<file path="config.mk">
export PLATFORM = sky130hd
export DESIGN_NAME = aligned_range_splitter_unit
export DESIGN_NICKNAME = d
export VERILOG_FILES = /design/src/hdl/ars_pkg.sv /design/src/hdl/ars_split_core.sv /design/src/hdl/ars_out_stage.sv /design/src/hdl/aligned_range_splitter_unit.sv
export SDC_FILE = /design/constraint.sdc
export NUM_CORES = 1
export LEC_CHECK = 0
export BUFFER_PORTS_ARGS = -buffer_cell sky130_fd_sc_hd__buf_2
export CAP_MARGIN = 30
export CORE_ASPECT_RATIO = 0.7
export CORE_UTILIZATION = 51
export CTS_BUF_LIST = sky130_fd_sc_hd__clkbuf_8
export DETAILED_ROUTE_END_ITERATION = 10
export PLACE_DENSITY_LB_ADDON = 0.1
export SYNTH_ARGS = -nofsm -noshare
export SYNTH_HDL_FRONTEND = slang
export SYNTH_SLANG_ARGS = --single-unit
</file>
<file path="constraint.sdc">
create_clock -name clock -period 19.9 [get_ports clock]
set_clock_uncertainty 0.05 [all_clocks]
set_input_delay 1.99 -clock clock [delete_from_list [all_inputs] [get_ports clock]]
set_output_delay 1.99 -clock clock [all_outputs]
set_load 0.02 [all_outputs]
</file>
<file path="src/hdl/ars_pkg.sv">
`timescale 1ns / 1ps
// ---------------------------------------------------------------------------
// ars_pkg
// Types and constants shared by the aligned range splitter modules.
// ---------------------------------------------------------------------------
package ars_pkg;

   // Result limit per input range
   localparam int unsigned MAX_RESULTS = 62;
   localparam int unsigned CNT_WIDTH   = $clog2(MAX_RESULTS + 1);

   // Configuration register indexes
   localparam int unsigned CSR_INDEX_WIDTH = 2;
   localparam int unsigned CSR_DATA_WIDTH  = 8;
   localparam logic [CSR_INDEX_WIDTH-1:0] CSR_PAGE_ORDER = 2'd0;
   localparam logic [CSR_INDEX_WIDTH-1:0] CSR_SPACE_ID   = 2'd1;

   typedef struct packed {
      logic [31:0] base_addr;
      logic [31:0] range_len;
   } ars_req_type;

   typedef struct packed {
      logic [31:0] block_base;
      logic [4:0]  block_order;
      logic [7:0]  target_space;
      logic        last_block;
   } ars_rsp_type;

   // Core to output stage: one new block, or end of range
   typedef struct packed {
      logic        push;
      logic        finish;
      logic [31:0] block_base;
      logic [4:0]  block_order;
   } ars_push_type;

   typedef enum logic [1:0] {
      ST_IDLE,
      ST_GROW,
      ST_SHRINK,
      ST_FLUSH
   } ars_state_type;

endpackage

</file>
<file path="src/hdl/ars_split_core.sv">
`timescale 1ns / 1ps
// ---------------------------------------------------------------------------
// ars_split_core
// Sequencer and shared shift/add datapath: walks the block order one step per
// cycle unless a block waits, growing from page order, then shrinking back.
// ---------------------------------------------------------------------------
module ars_split_core
   import ars_pkg::*;
#(
   parameter int ADDR_WIDTH = 32
) (
   input  logic         clock,
   input  logic         reset,
   input  logic         req_valid,
   output logic         req_stall,
   input  ars_req_type  req_data,
   input  logic [4:0]   page_order,
   input  logic         push_ok,
   output ars_push_type push_out
);

   localparam int ORD_W = $clog2(ADDR_WIDTH + 1);
   localparam logic [ORD_W-1:0] AW_ORD   = ORD_W'(ADDR_WIDTH);
   localparam logic [ORD_W-1:0] TOP_ORD  = ORD_W'(ADDR_WIDTH - 1);
   localparam logic [ADDR_WIDTH-1:0] ONE = ADDR_WIDTH'(1);

   ars_state_type state_ff, state_in;
   logic [ADDR_WIDTH-1:0] addr_ff, addr_in;
   logic [ADDR_WIDTH-1:0] rem_ff, rem_in;
   logic [ORD_W-1:0]      ord_ff, ord_in;
   logic [CNT_WIDTH-1:0]  cnt_ff, cnt_in;

   logic [ORD_W-1:0]      page_ext;
   logic [ADDR_WIDTH-1:0] hi_mask, in_addr, in_len;
   logic [ADDR_WIDTH-1:0] blk_size;
   logic                  accept, skip;
   logic                  fits, ord_lt_w, cnt_lt_max;
   logic                  grow_go, shr_go, shr_last;
   logic                  hit, advance;

   // Input masking: drop bits below the page order
   assign page_ext = ORD_W'(page_order);
   assign hi_mask  = {ADDR_WIDTH{1'b1}} << page_order;
   assign in_addr  = ADDR_WIDTH'({32'd0, req_data.base_addr}) & hi_mask;
   assign in_len   = ADDR_WIDTH'({32'd0, req_data.range_len}) & hi_mask;
   assign skip     = (page_ext >= AW_ORD) || (in_len == '0);
   assign req_stall = (state_ff != ST_IDLE);
   assign accept   = req_valid && !req_stall;

   // Shared shift unit: block size and remaining-length fit test
   assign blk_size   = ONE << ord_ff;
   assign fits       = |(rem_ff >> ord_ff);
   assign ord_lt_w   = ord_ff < AW_ORD;
   assign cnt_lt_max = cnt_ff < CNT_WIDTH'(MAX_RESULTS);

   assign grow_go  = ord_lt_w && fits && cnt_lt_max;
   assign shr_go   = (rem_ff != '0) && cnt_lt_max;
   assign shr_last = ord_ff <= page_ext;

   // Emit decision for the current order
   always_comb begin
      hit = 1'b0;
      unique case (state_ff)
         ST_GROW:   hit = grow_go && ((addr_ff & blk_size) != '0);
         ST_SHRINK: hit = shr_go && fits;
         default:   hit = 1'b0;
      endcase
   end

   // A block waits until the output stage can take it
   assign advance = !hit || push_ok;

   // Next state
   always_comb begin
      state_in = state_ff;
      unique case (state_ff)
         ST_IDLE: begin
            if (accept && !skip) state_in = ST_GROW;
         end
         ST_GROW: begin
            if (!grow_go) state_in = ST_SHRINK;
         end
         ST_SHRINK: begin
            if (!shr_go) state_in = ST_FLUSH;
            else if (advance && shr_last) state_in = ST_FLUSH;
         end
         ST_FLUSH: begin
            if (push_ok) state_in = ST_IDLE;
         end
         default: state_in = ST_IDLE;
      endcase
   end

   // Outputs toward the output stage
   always_comb begin
      push_out.push        = 1'b0;
      push_out.finish      = 1'b0;
      push_out.block_base  = 32'(addr_ff);
      push_out.block_order = ord_ff[4:0];
      unique case (state_ff)
         ST_GROW, ST_SHRINK: push_out.push = hit && push_ok;
         ST_FLUSH:           push_out.finish = 1'b1;
         default:            push_out.push = 1'b0;
      endcase
   end

   // Datapath updates
   always_comb begin
      addr_in = addr_ff;
      rem_in  = rem_ff;
      ord_in  = ord_ff;
      cnt_in  = cnt_ff;
      unique case (state_ff)
         ST_IDLE: begin
            if (accept) begin
               addr_in = in_addr;
               rem_in  = in_len;
               ord_in  = page_ext;
               cnt_in  = '0;
            end
         end
         ST_GROW: begin
            if (!grow_go) begin
               ord_in = ord_lt_w ? ord_ff : TOP_ORD;
            end else if (advance) begin
               if (hit) begin
                  addr_in = addr_ff + blk_size;
                  rem_in  = rem_ff - blk_size;
                  cnt_in  = cnt_ff + CNT_WIDTH'(1);
               end
               ord_in = ord_ff + ORD_W'(1);
            end
         end
         ST_SHRINK: begin
            if (shr_go && advance) begin
               if (hit) begin
                  addr_in = addr_ff + blk_size;
                  rem_in  = rem_ff - blk_size;
                  cnt_in  = cnt_ff + CNT_WIDTH'(1);
               end
               if (!shr_last) ord_in = ord_ff - ORD_W'(1);
            end
         end
         default: begin
            addr_in = addr_ff;
         end
      endcase
   end

   always_ff @(posedge clock) begin
      if (reset) begin
         state_ff <= ST_IDLE;
      end else begin
         state_ff <= state_in;
      end
   end

   always_ff @(posedge clock) begin
      addr_ff <= addr_in;
      rem_ff  <= rem_in;
      ord_ff  <= ord_in;
      cnt_ff  <= cnt_in;
   end

endmodule

</file>
<file path="src/hdl/ars_out_stage.sv">
`timescale 1ns / 1ps
// ---------------------------------------------------------------------------
// ars_out_stage
// Holds one block back so the final block of a range can be flagged, and
// drives the registered result channel.
// ---------------------------------------------------------------------------
module ars_out_stage
   import ars_pkg::*;
(
   input  logic         clock,
   input  logic         reset,
   input  ars_push_type push_in,
   input  logic [7:0]   space_id,
   output logic         push_ok,
   output logic         rsp_valid,
   input  logic         rsp_stall,
   output ars_rsp_type  rsp_data
);

   logic        pend_valid_ff, pend_valid_in;
   ars_rsp_type pend_ff, pend_in;
   logic        rsp_valid_ff, rsp_valid_in;
   ars_rsp_type rsp_ff, rsp_in;
   logic        out_can_load, load_mid, load_last;

   assign out_can_load = !rsp_valid_ff || !rsp_stall;
   assign push_ok      = !pend_valid_ff || out_can_load;
   assign load_mid     = push_in.push && pend_valid_ff;
   assign load_last    = push_in.finish && pend_valid_ff && out_can_load;

   // Pending block
   always_comb begin
      pend_valid_in = pend_valid_ff;
      pend_in       = pend_ff;
      if (push_in.push) begin
         pend_valid_in        = 1'b1;
         pend_in.block_base   = push_in.block_base;
         pend_in.block_order  = push_in.block_order;
         pend_in.target_space = space_id;
         pend_in.last_block   = 1'b0;
      end else if (load_last) begin
         pend_valid_in = 1'b0;
      end
   end

   // Result register
   always_comb begin
      rsp_valid_in = rsp_valid_ff;
      rsp_in       = rsp_ff;
      if (load_mid || load_last) begin
         rsp_valid_in       = 1'b1;
         rsp_in             = pend_ff;
         rsp_in.last_block  = load_last;
      end else if (rsp_valid_ff && !rsp_stall) begin
         rsp_valid_in = 1'b0;
      end
   end

   always_ff @(posedge clock) begin
      if (reset) begin
         pend_valid_ff <= 1'b0;
         rsp_valid_ff  <= 1'b0;
      end else begin
         pend_valid_ff <= pend_valid_in;
         rsp_valid_ff  <= rsp_valid_in;
      end
   end

   always_ff @(posedge clock) begin
      pend_ff <= pend_in;
      rsp_ff  <= rsp_in;
   end

   assign rsp_valid = rsp_valid_ff;
   assign rsp_data  = rsp_ff;

endmodule

</file>
<file path="src/hdl/aligned_range_splitter_unit.sv">
`timescale 1ns / 1ps
// Holding: a block waits in a one-deep holding stage until the next block or the range end
//   arrives, then moves on to the registered result channel.
// Throughput: one order step per cycle through the shared shift/add unit while the output
//   stage takes each block, growing then shrinking; a new range waits for the last to end.
// A zero-length or sub-page range frees the input again the next cycle.
// Reset (synchronous, active high): idle, no result pending, page_order 12, space_id 0.
// ---------------------------------------------------------------------------
// aligned_range_splitter_unit
// Splits an address range into naturally aligned power-of-two unmap blocks.
// ---------------------------------------------------------------------------
module aligned_range_splitter_unit
   import ars_pkg::*;
#(
   parameter int ADDR_WIDTH = 32
) (
   input  logic                       clock,
   input  logic                       reset,
   input  logic                       req_valid,
   output logic                       req_stall,
   input  ars_req_type                req_data,
   output logic                       rsp_valid,
   input  logic                       rsp_stall,
   output ars_rsp_type                rsp_data,
   input  logic                       csr_valid,
   output logic                       csr_ready,
   input  logic [CSR_INDEX_WIDTH-1:0] csr_index,
   input  logic [CSR_DATA_WIDTH-1:0]  csr_wdata
);

   logic [4:0]   page_order_ff, page_order_in;
   logic [7:0]   space_id_ff, space_id_in;
   ars_push_type push;
   logic         push_ok;

   // Configuration registers, always ready
   assign csr_ready = 1'b1;

   always_comb begin
      page_order_in = page_order_ff;
      space_id_in   = space_id_ff;
      if (csr_valid && csr_ready) begin
         unique case (csr_index)
            CSR_PAGE_ORDER: page_order_in = csr_wdata[4:0];
            CSR_SPACE_ID:   space_id_in   = csr_wdata;
            default:        page_order_in = page_order_ff;
         endcase
      end
   end

   always_ff @(posedge clock) begin
      if (reset) begin
         page_order_ff <= 5'd12;
         space_id_ff   <= 8'd0;
      end else begin
         page_order_ff <= page_order_in;
         space_id_ff   <= space_id_in;
      end
   end

   ars_split_core #(
      .ADDR_WIDTH (ADDR_WIDTH)
   ) u_core (
      .clock      (clock),
      .reset      (reset),
      .req_valid  (req_valid),
      .req_stall  (req_stall),
      .req_data   (req_data),
      .page_order (page_order_ff),
      .push_ok    (push_ok),
      .push_out   (push)
   );

   ars_out_stage u_out (
      .clock     (clock),
      .reset     (reset),
      .push_in   (push),
      .space_id  (space_id_ff),
      .push_ok   (push_ok),
      .rsp_valid (rsp_valid),
      .rsp_stall (rsp_stall),
      .rsp_data  (rsp_data)
   );

endmodule

</file>
Word level (Yosys, flattened, before mapping)
Index checks and enable logic that the tools add are counted.
{"block": "op_classes", "n_reduce_logical": 41, "n_mux": 38, "shifts": 3, "order_cmp": 4, "n_eq_ne": 15, "add_sub_neg": 5, "bitwise_logic": 3}
{"cell": "32-bit 2-to-1 mux", "n": 10}
{"cell": "32-bit one-hot mux with 3 select lines", "n": 2}
{"cell": "32-bit bitwise AND", "n": 3}
{"cell": "6-bit 2-to-1 mux", "n": 11}
{"cell": "32-bit nonzero test", "n": 2}
{"cell": "6-bit one-hot mux with 3 select lines", "n": 2}
{"cell": "32-bit adder", "n": 1}
{"cell": "32-bit logical NOT", "n": 1}
{"cell": "32-bit OR reduction", "n": 1}
{"cell": "1-bit by 6-bit << shifter with 32-bit output (first input constant)", "n": 1}
{"cell": "32-bit by 5-bit << shifter with 32-bit output (first input constant)", "n": 1}
{"cell": "32-bit by 6-bit right shift with 32-bit output", "n": 1}
{"cell": "32-bit subtractor", "n": 1}
{"cell": "1-bit logical AND", "n": 14}
{"cell": "6-bit by 1-bit adder with 6-bit output (second input constant)", "n": 2}
{"cell": "6-bit < comparator (second input constant)", "n": 2}
{"cell": "2-bit by 1-bit != test with 1-bit output (second input constant)", "n": 6}
{"cell": "2-bit 2-to-1 mux", "n": 5}
{"cell": "3-bit != test (second input constant)", "n": 3}
{"cell": "2-bit one-hot mux with 4 select lines", "n": 1}
{"cell": "5-bit by 6-bit >= comparator with 1-bit output (second input constant)", "n": 1}
{"cell": "6-bit by 5-bit <= comparator with 1-bit output", "n": 1}
{"cell": "1-bit logical NOT", "n": 6}
{"cell": "1-bit 2-to-1 mux", "n": 6}
{"cell": "other kinds (14)", "n": 25}
{"block": "totals", "register_bits": 184, "in_bits": 79}

Depth between registers and ports, before layout
Gate-level depths: netlist of run 1.
{"block": "logic_depth", "ltp_word": 12, "ltp_mapped": 17, "depth_no_buf": 15}

Modules after synthesis
Synthesis of run 1 repeated with hierarchy kept, for this count alone.
{"block": "unflattened", "hier_cells": 1223, "area_unflattened_um2": 11892.7}
{"module": "ars_split_core", "cells_per_inst": 1063, "area_each_um2": 8484.4, "seq_area_each_um2": 2322.2, "instances": 1}
{"module": "ars_out_stage", "cells_per_inst": 103, "area_each_um2": 2830.2, "seq_area_each_um2": 2772.7, "instances": 1}
{"module": "aligned_range_splitter_unit", "cells_per_inst": 57, "area_each_um2": 578.1, "seq_area_each_um2": 260.2, "instances": 1}

Worst setup path before layout of run 1
Ideal clock, no wire load.
{"block": "synth_timing", "kind": "register to register", "from": "reg u_core.ord_ff[2]", "to": "reg u_core.addr_ff[0] (enable)", "path_slack_ns": 11.970, "synth_period_minus_slack_ns": 7.930, "stages_incl_launch_ff": 16, "arrival_time_ns": 7.299, "path_cell_list": "edfxtp_1 buf_2 buf_1 nor2_1 and2_1 nand2_1 inv_1 ha_1 nor4_1 nand3_1 nor3_1 o22ai_1 o311ai_0 a31oi_1 and4_1 a211oi_1"}
{"block": "synth_between", "elab_chain_cells": 11}
{"item": "start: declaration", "line": "ars_split_core.sv:30", "source": "logic [ORD_W-1:0] ord_ff, ord_in;"}
{"item": "start signal: assignment", "line": "ars_split_core.sv:161", "source": "ord_ff <= ord_in;"}
{"item": "32-bit by 6-bit right shift with 32-bit output", "line": "ars_split_core.sv:52", "source": "assign fits = |(rem_ff >> ord_ff);"}
{"item": "32-bit OR reduction", "line": "ars_split_core.sv:52"}
{"item": "1-bit logical AND (2 in a row)", "line": "ars_split_core.sv:56", "source": "assign grow_go = ord_lt_w && fits && cnt_lt_max;"}
{"item": "1-bit logical AND", "line": "ars_split_core.sv:64", "source": "ST_GROW: hit = grow_go && ((addr_ff & blk_size) != '0);"}
{"item": "1-bit one-hot mux with 2 select lines", "line": "ars_split_core.sv:63", "source": "unique case (state_ff)"}
{"item": "1-bit logical NOT", "line": "ars_split_core.sv:71", "source": "assign advance = !hit || push_ok;"}
{"item": "1-bit logical OR", "line": "ars_split_core.sv:71"}
{"item": "1-bit logical AND", "line": "ars_split_core.sv:135", "source": "if (shr_go && advance) begin"}
{"item": "2-bit by 1-bit != test with 1-bit output (no source line)"}
{"item": "5-bit AND reduction (no source line) (*)"}
{"item": "end signal: assignment", "line": "ars_split_core.sv:159", "source": "addr_ff <= addr_in;"}
{"item": "end: declaration", "line": "ars_split_core.sv:28", "source": "logic [ADDR_WIDTH-1:0] addr_ff, addr_in;"}
Mark *: on every way between the ends. The rest lies on a longest branch, timed or not.
A chain may end at the register's enable or synchronous reset.

Worst setup path after layout of run 1
{"block": "layout_timing", "from": "reg u_core.ord_ff[1]", "to": "reg u_core.addr_ff[20] (enable)"}
The elaborated chain is that of the path after synthesis.

==> flow_summary.ini, run 1 <==
[run_status]
status = complete, no violations

[placed_design]
gp_congestion = 1.02
place_ws_ns = 14.51
place_area_sq_um = 12900
hpwlAfterDp_mm = 29.7
io_buffers = 126

[setup_path]
endpoint_kind = flop
crit_fanout = 64
worstPathRequired_ns = 19.98
crit_type = flop to flop
regToRegSetupSlack_ns = 14.36
slowest_delay_ns = 0.74
cp_slowest_cell = buf_4
path_cells = buf_4 > inv_1 > ha_1 > and3_1 > nand2_1 > inv_1 > ha_1 > nor4_1 > nand3_1 > nor3_1 > o22ai_1 > o311ai_0 > a31oi_1 > and4_1 > a211oi_4 > buf_4
cp-start-kind = flop
cp.arrival_ns = 5.63

[grt]
grt_pass1_wl_mm = 57.3
top_usage_layer = met1
met3_usage = 0.0977
grt_pass1_vias = 9298
gr-usage-met2 = 0.462
grt_antenna_before_repair = 1
grt_overflow = 0
grt_use_met1 = 0.484
grt_max_degree = 69
track_usage = 0.328

[synth]
netlist_top_cells_area = edfxtp_1, ha_1, o21ai_0, nand2_1, mux2i_1
synthCells = 1218
yosysTopAreaCellShare = 0.418
yosys-top-cells-count = edfxtp_1, nand2_1, o21ai_0, nor2_1, ha_1
synthDistinctLibCells = 77
syn-mean-instance-area_sq_um = 9.84
seq_area_frac_synth = 0.447
synth-warning-count = 0
syn-num-nets = 1380
yosysTopAreaCell = edfxtp_1
synth_most_common_cell = edfxtp_1
synth-async-reset-ratio = 0
syn_area_sq_um = 12000
synth_ff_type = edfxtp_1
synth_edf_count = 167
synth-seq-cells = 184

[clocking]
clkTransAtPathRegs_ns = 0.12
numCtsBuffers = 17
ctsHtreeMaxLevel = 4
post_cts_resized = 0
cts_setup_buffers = 0
clk_latency_ns = 0.51
clockBufferDepth = 2
root_buffer = clkbuf_8
cts_tree = done
clock_sinks = 184
hold_buffers = 0

[pwr]
ir_worst_vdd_mv = 0.152
power_w = 0.00211
p_leak_nw = 5.46
power_density_nw_per_um2 = 157

[die]
pin_count = 128
die_w_um = 185
initial_core_util = 0.525
coreArea_sq_um = 22800
dieArea_sq_um = 24100
fp-row-count = 46
die_y_um = 130

[timing]
final_max_slew_viol_count = 0
final.setup.tns_ns = 0
finalWorstSetupSlack_ns = 14.36
setup_viol = 0
grt_setup_unrepaired = false
period_minus_slack_ns = 5.54
fmax_mhz = 180
slew_headroom = 0.261
finalCritPeriodShare = 0.278
hold_violations = 0
tightestPinTransition_ns = 1.10

[drt]
post_drt_wl_per_cell_um = 23.7
drt_iter0_drc = 1195
finalWirelength_mm = 39.3
ant_nets = 0
post-route-drc-count = 0
route.vias.total = 10600
vias_per_cell = 6.37
dr.pass1.iters = 6

[cells_and_area]
drive_gt1_frac = 0.145
diodes = 0
final_net_count = 1495
area_growth_pct = 11.7
final_area_sq_um = 13400

[job]
maxCapViolations = 0

[min_path]
hp-class = flop to flop
-- placed cells by master, fill, tap and decap left out, types with 5 or more instances in the layout --
master / n
nor4_1: 20
nand2_1: 115
o21bai_1: 10
or3_1: 7
nor3b_1: 5
ha_1: 80
edfxtp_1: 167
mux2i_1: 38
nor2b_1: 20
a41oi_1: 7
dfxtp_1: 17
xor2_1: 30
nand4_1: 13
a21oi_1: 73
a21o_1: 23
o22ai_1: 5
clkbuf_8: 17
mux2_2: 6
o21ai_0: 94
nor3_1: 27
and3_1: 20
clkinv_8: 5
buf_2: 126
nand3_1: 43
xnor2_1: 22
o211ai_1: 17
clkinv_1: 5
nand2b_1: 17
inv_1: 56
o31ai_1: 10
and4_1: 5
a31oi_1: 14
o21a_1: 22
nor2_1: 89
buf_4: 11
o311ai_0: 5
a211oi_1: 13
-- final timing paths --
check	startpoint	to	cells past startpoint
setup / recovery	u_core.ord_ff[1]$_DFFE_PP_	u_core.addr_ff[20]$_DFFE_PP_	16
hold / removal	u_out.pend_ff[21]$_DFFE_PP_	u_out.rsp_data[21]$_DFFE_PP_	0
setup reg to reg	u_core.ord_ff[1]$_DFFE_PP_	u_core.addr_ff[20]$_DFFE_PP_	16
hold reg to reg	u_out.pend_ff[21]$_DFFE_PP_	u_out.rsp_data[21]$_DFFE_PP_	0
-- area by class of cell --
cell class                 count  area (sq um)
clock buffer                  17           234
timing repair buffer         139           733
fill                        2034          9460
inverter                      63           236
tap                          312           390
clock inverter                15           201
multi-input combinational    928          6240
sequential                   184          5360
-- registers in the layout, indices dropped and copies added (netlist names), 2 cells and up --
name             cells
u_core.state_ff      2
u_core.cnt_ff        6
u_core.ord_ff        6
u_out.rsp_data      46
page_order_ff        5
space_id_ff          8
u_core.rem_ff       32
u_core.addr_ff      32
u_out.pend_ff       45
-- critical path: cells and delay by family (launching register included) --
kind	cells	cell delay, ns
AOI/OAI and AO/OA	4	0.74
DFF	1	0.35
and+or+nand+nor	6	1.87
adders and majority gates	2	0.56
buffers and inverters	4	1.52
-- per-layer routing --
metal  part of all wire  wire length, um  up-vias
li1                   -                -     4842
met1               0.45            17600     4989
met2               0.41            15900      655
met3               0.12             4750       75
met4              0.026             1030        0
met5                  0                0        -
-- per-stage QoR --
stage,util,hold WS [ns],instances
floorplan,-,0.350,1218
global placement,0.566,0.351,1624
detailed placement,0.566,0.355,1624
CTS,0.585,0.364,1656
global route,0.586,0.372,1658
finish,0.586,0.366,1658
-- cells by family after synthesis --
| kind of cell | after synthesis | synth area share |
|---|---|---|
| xor+xnor | 52 | 0.0380 |
| mux | 47 | 0.0424 |
| buf+inv | 106 | 0.0353 |
| flops | 184 | 0.447 |
| fa+ha+maj | 83 | 0.0879 |
| simple gates | 401 | 0.163 |
| compound gates | 344 | 0.186 |
| other cells | 1 | 0.000313 |
-- power by group --
part | total [W] | leakage [nW] | switching (W) | internal, W
Sequential | 0.000739 | 1.73 | 0.000133 | 0.000606
Clock | 0.000271 | 0.217 | 0.000162 | 0.000109
Combinational | 0.00110 | 3.51 | 0.000690 | 0.000408
Note: power is estimated with default switching activity, not from simulation.
==> run 2, diff against run 1 <==
--- a/config.mk
+++ b/config.mk
@@ -5,6 +5,7 @@
 export SDC_FILE = /design/constraint.sdc
 export NUM_CORES = 1
 export LEC_CHECK = 0
+export ABC_AREA = 1
 export BUFFER_PORTS_ARGS = -buffer_cell sky130_fd_sc_hd__buf_2
 export CAP_MARGIN = 30
 export CORE_ASPECT_RATIO = 0.7
==> constraint.sdc (replaced) <==
create_clock -name clock -period 5.73 [get_ports clock]
set_clock_uncertainty 0.05 [all_clocks]
set_input_delay 0.573 -clock clock [delete_from_list [all_inputs] [get_ports clock]]
set_output_delay 0.573 -clock clock [all_outputs]
set_load 0.02 [all_outputs]
==> run 2 against run 1 <==
Compared with the run above:
- sequential share of layout area shrank 1.6 points
- largest cell class unchanged
- first-iteration DRC count increased by 19%
- clock power increased to 3.4 times the previous value
- flip-flop and latch count unchanged
- clock-buffer cell count unchanged
- area after synthesis up 5.1%
- register-to-register slack worse by 13 ns
- die area grew 5.0%
- global-route usage is 1.8 points higher
- via count increased by 14%
- non-clock buffer count fell by 2
==> flow_summary.ini, run 2 <==
[synth]
yosysTopAreaCellShare = 0.398
seq_area_frac_synth = 0.425
netlist_top_cells_area = edfxtp_1, nand2_1, ha_1, nand3_1, inv_1
synthDistinctLibCells = 60
synth_ff_type = edfxtp_1
yosysTopAreaCell = edfxtp_1
synth-async-reset-ratio = 0
synth-seq-cells = 184
synthCells = 1591
synth_compound_area_frac = 0.130
syn-num-nets = 1753
yosys.area_share.simple = 0.265
synth_mux_area_frac = 0.000795
synthAdderAreaFrac = 0.0836
synth_top_family_by_area = simple AND/OR/NAND/NOR gates
synthXorXnorAreaFrac = 0.0243
syn_area_sq_um = 12600
yosys-top-cells-count = nand2_1, inv_1, edfxtp_1, nor2_1, nand3_1
syn-mean-instance-area_sq_um = 7.92
synth-warning-count = 0
synth_edf_count = 167
synth_most_common_cell = nand2_1

[timing]
grt_setup_unrepaired = false
finalWorstSetupSlack_ns = 1.18
slew_headroom = 0.439
fmax_mhz = 220
fin_hold_ws_ns = 0.213
finalCritPeriodShare = 0.794
setup_viol = 0
final.setup.tns_ns = 0
hold_violations = 0
period_minus_slack_ns = 4.55
final_max_slew_viol_count = 0
tightestPinTransition_ns = 0.832

[setup_path]
crit_type = flop to flop
cp-start-kind = flop
cp_num_buf_inv = 6
cp.arrival_ns = 4.72
slowest_delay_ns = 0.40
path_cells = inv_1 > buf_4 > ha_1 > inv_1 > nor3_1 > inv_1 > nor2_1 > inv_1 > ha_1 > nand3b_1 > nand2_1 > a31oi_1 > o21ai_1 > nand2_1 > nand2_1 > a21oi_1 > inv_1 > nand2_1 > nand2_1 > a21boi_1 > o21ai_0 > or2_0 > nand3_1 > o21ai_0
crit_family = simple AND/OR/NAND/NOR gates
endpoint_kind = flop
cp_slowest_cell = edfxtp_1
crit_fanout = 32
worstPathRequired_ns = 5.90

[clocking]
cts_setup_buffers = 0
cts_tree = done
numCtsBuffers = 17
clkTransAtPathRegs_ns = 0.11
ctsHtreeMaxLevel = 4
clk_latency_ns = 0.50
hold_buffers = 0
clock_sinks = 184
root_buffer = clkbuf_8
post_cts_resized = 0
clockBufferDepth = 2

[pwr]
internal-power_w = 0.00402
power_density_nw_per_um2 = 594
total_switching_power_w = 0.00427
p_clk_frac = 0.112
p_sw_frac = 0.515
p_leak_nw = 6.12
pwr-share-comb = 0.564
ir_worst_vdd_mv = 0.417
seqPwrFrac = 0.324

[drt]
vias_per_cell = 5.94
post-route-drc-count = 0
post_drt_wl_per_cell_um = 21.2
ant_nets = 0
finalWirelength_mm = 43.0
route.vias.total = 12100
dr.pass1.iters = 6
drt_iter0_drc = 1427

[grt]
grt_overflow = 0
grt_pass1_wl_mm = 64.9
grt_max_degree = 73
grt_antenna_before_repair = 0
track_usage = 0.346
grt_pass1_vias = 11000

[die]
dieArea_sq_um = 25300
pin_count = 128
fp-row-count = 47
die_y_um = 133
initial_core_util = 0.526
die_w_um = 190
coreArea_sq_um = 23900

[placed_design]
io_buffers = 126
place_ws_ns = 1.35
gp_congestion = 0.998
hpwlAfterDp_mm = 33.7

[cells_and_area]
drive_gt1_frac = 0.114
layout_common_cells = nand2_1, inv_1, edfxtp_1
largest_reg_flops = 46
final_common_cell = nand2_1
final_net_count = 1864
area_growth_pct = 10.7

[min_path]
hp-class = primary input to flop

[job]
maxCapViolations = 0

[run_status]
status = complete, no violations
==> run 2: cell types whose count changed after synthesis, moves of 17 or more <==
| cell | before | now |
|---|---|---|
| a21o_1 | 23 | 3 |
| a21oi_1 | 73 | 90 |
| and3_1 | 20 | 1 |
| inv_1 | 57 | 171 |
| mux2i_1 | 38 | 1 |
| nand2_1 | 115 | 397 |
| nand2b_1 | 17 | 0 |
| nand3_1 | 43 | 134 |
| nor2_1 | 91 | 158 |
| nor2b_1 | 20 | 0 |
==> run 2: worst paths after layout <==
check | slack (ns) | end | from | cells past startpoint
worst max-delay path | 1.18 | u_core.rem_ff[23]$_DFFE_PP_ | u_core.ord_ff[1]$_DFFE_PP_ | 24
worst min-delay path | 0.21 | u_out.rsp_valid$_SDFFE_PP0P_ | reset | 2
worst max register to register | 1.18 | u_core.rem_ff[23]$_DFFE_PP_ | u_core.ord_ff[1]$_DFFE_PP_ | 24
worst min register to register | 0.38 | u_out.rsp_data[42]$_DFFE_PP_ | u_out.pend_ff[42]$_DFFE_PP_ | 0
==> run 2: power groups by stage <==
stage / clock network (W) / logic [W] / registers [W]
after floorplan: 0 / 0.00340 / 0.00245
after global placement: 0 / 0.00453 / 0.00267
after detailed placement: 0 / 0.00455 / 0.00267
after CTS: 0.000939 / 0.00457 / 0.00264
after global routing: 0.000985 / 0.00518 / 0.00270
final: 0.000927 / 0.00468 / 0.00268
==> run 2: through the flow <==
| step | cell area, sq um | std cells | power (W) | utilization |
|---|---|---|---|---|
| final | 13900 | 2034 | 0.00829 | 0.583 |
| after global routing | 13900 | 2033 | 0.00887 | 0.583 |
| after CTS | 13900 | 2033 | 0.00815 | 0.583 |
| after detailed placement | 13500 | 2001 | 0.00722 | 0.565 |
| after global placement | 13500 | 2001 | 0.00720 | 0.565 |
| after floorplan | 12600 | 1591 | 0.00586 | - |
==> run 2: metal layers <==
layer,global-route usage,vias to the layer above,wire length (um)
li1,-,5690,-
met1,0.529,5575,19700
met2,0.463,733,16900
met3,0.100,72,5310
met4,0.105,2,1020
met5,0.0173,-,59
==> run 2: worst reg2reg max path, stage by stage (launching register included) <==
cell and delay (ns):
edfxtp_1 0.40, inv_1 0.06, buf_4 0.33, ha_1 0.27, inv_1 0.10, nor3_1 0.15, inv_1 0.12, nor2_1 0.36
inv_1 0.09, ha_1 0.29, nand3b_1 0.08, nand2_1 0.09, a31oi_1 0.24, o21ai_1 0.16, nand2_1 0.08, nand2_1 0.11
a21oi_1 0.31, inv_1 0.11, nand2_1 0.07, nand2_1 0.09, a21boi_1 0.22, o21ai_0 0.13, or2_0 0.21, nand3_1 0.07
o21ai_0 0.09
==> run 2: logic make-up after synthesis <==
kind of cell             count (synthesis)
AO/OA/AOI/OAI                          287
buffers and inverters                  220
other                                    1
multiplexers                             1
flip-flops                             184
adder cells (fa/ha/maj)                 83
AND/OR/NAND/NOR                        780
XOR/XNOR                                35
==> run 2: final cells by class <==
class / count / area, sq um
antenna: 1 / 2.50
clock buffer: 17 / 234
clock inverter: 15 / 193
fill: 2208 / 9990
inverter: 175 / 662
multi-input combinational: 1187 / 6360
sequential: 184 / 5360
tap: 318 / 398
timing repair buffer: 137 / 738
==> run 3, diff against run 2 <==
--- a/config.mk
+++ b/config.mk
@@ -5,7 +5,7 @@
 export SDC_FILE = /design/constraint.sdc
 export NUM_CORES = 1
 export LEC_CHECK = 0
-export ABC_AREA = 1
+export ABC_AREA = 0
 export BUFFER_PORTS_ARGS = -buffer_cell sky130_fd_sc_hd__buf_2
 export CAP_MARGIN = 30
 export CORE_ASPECT_RATIO = 0.7
==> constraint.sdc (replaced) <==
create_clock -name clock -period 3.7 [get_ports clock]
set_clock_uncertainty 0.05 [all_clocks]
set_input_delay 0.37 -clock clock [delete_from_list [all_inputs] [get_ports clock]]
set_output_delay 0.37 -clock clock [all_outputs]
set_load 0.02 [all_outputs]
==> run 3 against run 2 <==
Compared with the run above:
- the flow now finishes with violations (setup timing)
- utilization up 11 points
- global-route usage grew 1.1 points
- fmax increased by 18%
- cell area is 14% higher
- combinational power is 81% higher
- non-clock buffer count rose by 229
- critical path depth is 4 lower
- worst hold slack worse by 0.15 ns
==> flow_summary.ini, run 3 (same netlist as run 1, synthesis figures left out) <==
[die]
die_y_um = 130
coreArea_sq_um = 22800
initial_core_util = 0.525
fp-row-count = 46
dieArea_sq_um = 24100
pin_count = 128
die_w_um = 185

[run_status]
violations = setup timing
status = finished, violations left

[min_path]
hp-start = csr_wdata[6]
holdPathEnd = space_id_ff[6]$_SDFFE_PP0P_
hp-class = primary input to flop
hold_depth = 3

[setup_path]
ff2ff_path_depth = 20
cp.arrival_ns = 4.02
crit_top_cell = buf_4
regToRegSetupSlack_ns = -0.16
path_cells = nor2_1 > buf_4 > buf_4 > nand3_1 > inv_1 > ha_2 > nor4_4 > buf_4 > nand4_1 > nor3_2 > buf_4 > o22ai_2 > o311ai_2 > a31oi_2 > buf_4 > buf_6 > nor2_1 > a211oi_4 > buf_6 > clkbuf_16
slowest_delay_ns = 0.47
endpoint_kind = flop
crit_type = flop to flop
rr_endpoint = u_core.addr_ff[26]$_DFFE_PP_
crit_fanout = 7
worstPathRequired_ns = 3.86
r2r-start = u_core.ord_ff[2]$_DFFE_PP_
cp_slowest_cell = edfxtp_1
cp-start-kind = flop

[timing]
period_minus_slack_ns = 3.86
finalCritPeriodShare = 1.04
slew_headroom = 0.327
hold_violations = 0
setup_viol = 66
fin_hold_ws_ns = 0.0633
finalWorstSetupSlack_ns = -0.156
grt_setup_unrepaired = true
fmax_mhz = 259
final_max_slew_viol_count = 0
tightestPinTransition_ns = 1.01

[cells_and_area]
fin_cells = 1885
diodes = 0
area_growth_pct = 32.8
largest_reg_flops = 46
nFillCells = 1806
final_net_count = 1722
final_common_cell = buf_4
layout_common_cells = buf_4, edfxtp_1, buf_2
drive_gt1_frac = 0.334

[drt]
post-route-drc-count = 0
dr.pass1.iters = 6
vias_per_cell = 6.12
post_drt_wl_per_cell_um = 23.1
ant_nets = 0
drt_iter0_drc = 1270
route.vias.total = 11500
finalWirelength_mm = 43.5

[placed_design]
hpwlAfterDp_mm = 33.4
gp_congestion = 1.09
place_inst = 1834
io_buffers = 126

[grt]
grt_antenna_before_repair = 0
grt_max_degree = 42
grt_overflow = 0
grt_pass1_wl_mm = 62.5
grt_pass1_vias = 10400
track_usage = 0.357

[clocking]
clk_latency_ns = 0.49
ctsHtreeMaxLevel = 4
numCtsBuffers = 17
cts_tree = done
clkTransAtPathRegs_ns = 0.11
root_buffer = clkbuf_8
clockBufferDepth = 2
clock_sinks = 184

[pwr]
ir_worst_vdd_mv = 0.365
p_leak_nw = 6.69
power_density_nw_per_um2 = 865

[job]
maxCapViolations = 0
==> run 3: cell count changes in the layout (fill, tap and decap cells not counted), sizes merged, moves of 17 or more <==
cell,change
o21ai,-28
nand2,-286
nor2b,+20
mux2i,+37
nor2,-68
inv,-113
nand2b,+17
buf,+227
a21oi,-20
nand3,-92
and3,+19
a21o,+20
==> run 3: critical path, delay by kind of cell, from the launching register on <==
kind / cells / cell delay, ns
flip-flops: 1 / 0.47
AND/OR/NAND/NOR: 6 / 0.64
buffers and inverters: 9 / 1.33
adder cells (fa/ha/maj): 1 / 0.23
AO/OA/AOI/OAI: 4 / 0.85
==> run 3: how the worst max path moves through the flow <==
stage | from | to | slack, ns | cells past startpoint
2_1_floorplan | u_core.ord_ff[1]$_DFFE_PP_ | u_core.addr_ff[0]$_DFFE_PP_ | -0.89 | 16
3_5_place_dp | u_core.ord_ff[1]$_DFFE_PP_ | u_core.addr_ff[2]$_DFFE_PP_ | -0.39 | 19
4_1_cts | u_core.ord_ff[1]$_DFFE_PP_ | u_core.addr_ff[26]$_DFFE_PP_ | -0.08 | 20
6_report | u_core.ord_ff[2]$_DFFE_PP_ | u_core.addr_ff[26]$_DFFE_PP_ | -0.16 | 20
3_3_place_gp | u_core.ord_ff[0]$_DFFE_PP_ | u_core.addr_ff[2]$_DFFE_PP_ | -0.30 | 18
5_1_grt | u_core.ord_ff[2]$_DFFE_PP_ | u_core.addr_ff[0]$_DFFE_PP_ | -0.29 | 20
==> run 3: where the power goes <==
part           leakage (nW)  switching, W  internal [W]
Combinational          4.77       0.00461       0.00387
Sequential             1.73      0.000681       0.00324
Clock                 0.196      0.000805      0.000551
==> run 3: final cells by class <==
cell class                      instances  area (sq um)  share of cell area
Multi-Input combinational cell        928          6940               0.436
Sequential cell                       184          5360               0.337
Timing Repair Buffer                  366          2600               0.163
Tap cell                              312           390              0.0245
Inverter                               63           245              0.0154
Clock buffer                           17           234              0.0147
Clock inverter                         15           146             0.00920
==> run 3: repair_timing <==
item	in CTS	in global routing
pin swaps	15	41
hold buffers	0	0
setup endpoints to repair	166	188
cloned	2	2
buffers inserted	4	12
gates resized for setup	42	85
==> run 3: through the flow <==
step / setup TNS [ns] / total power, W / cell area [sq um] / util / setup WS, ns
global placement: -19.08 / 0.0111 / 14700 / 0.645 / -0.295
finish: -8.30 / 0.0138 / 15900 / 0.696 / -0.156
global route: -19.09 / 0.0144 / 15900 / 0.696 / -0.294
floorplan: -57.29 / 0.00810 / 12200 / - / -0.891
detailed placement: -29.21 / 0.0112 / 14700 / 0.645 / -0.388
CTS: -3.19 / 0.0129 / 15400 / 0.672 / -0.0810
==> run 3: layer usage <==
metal  track usage  wire length [um]  up-vias
li1              -                 -     5280
met1         0.520             18800     5433
met2         0.492             17600      735
met3         0.124              5800       92
met4         0.112              1300        0
met5             0                 0        -
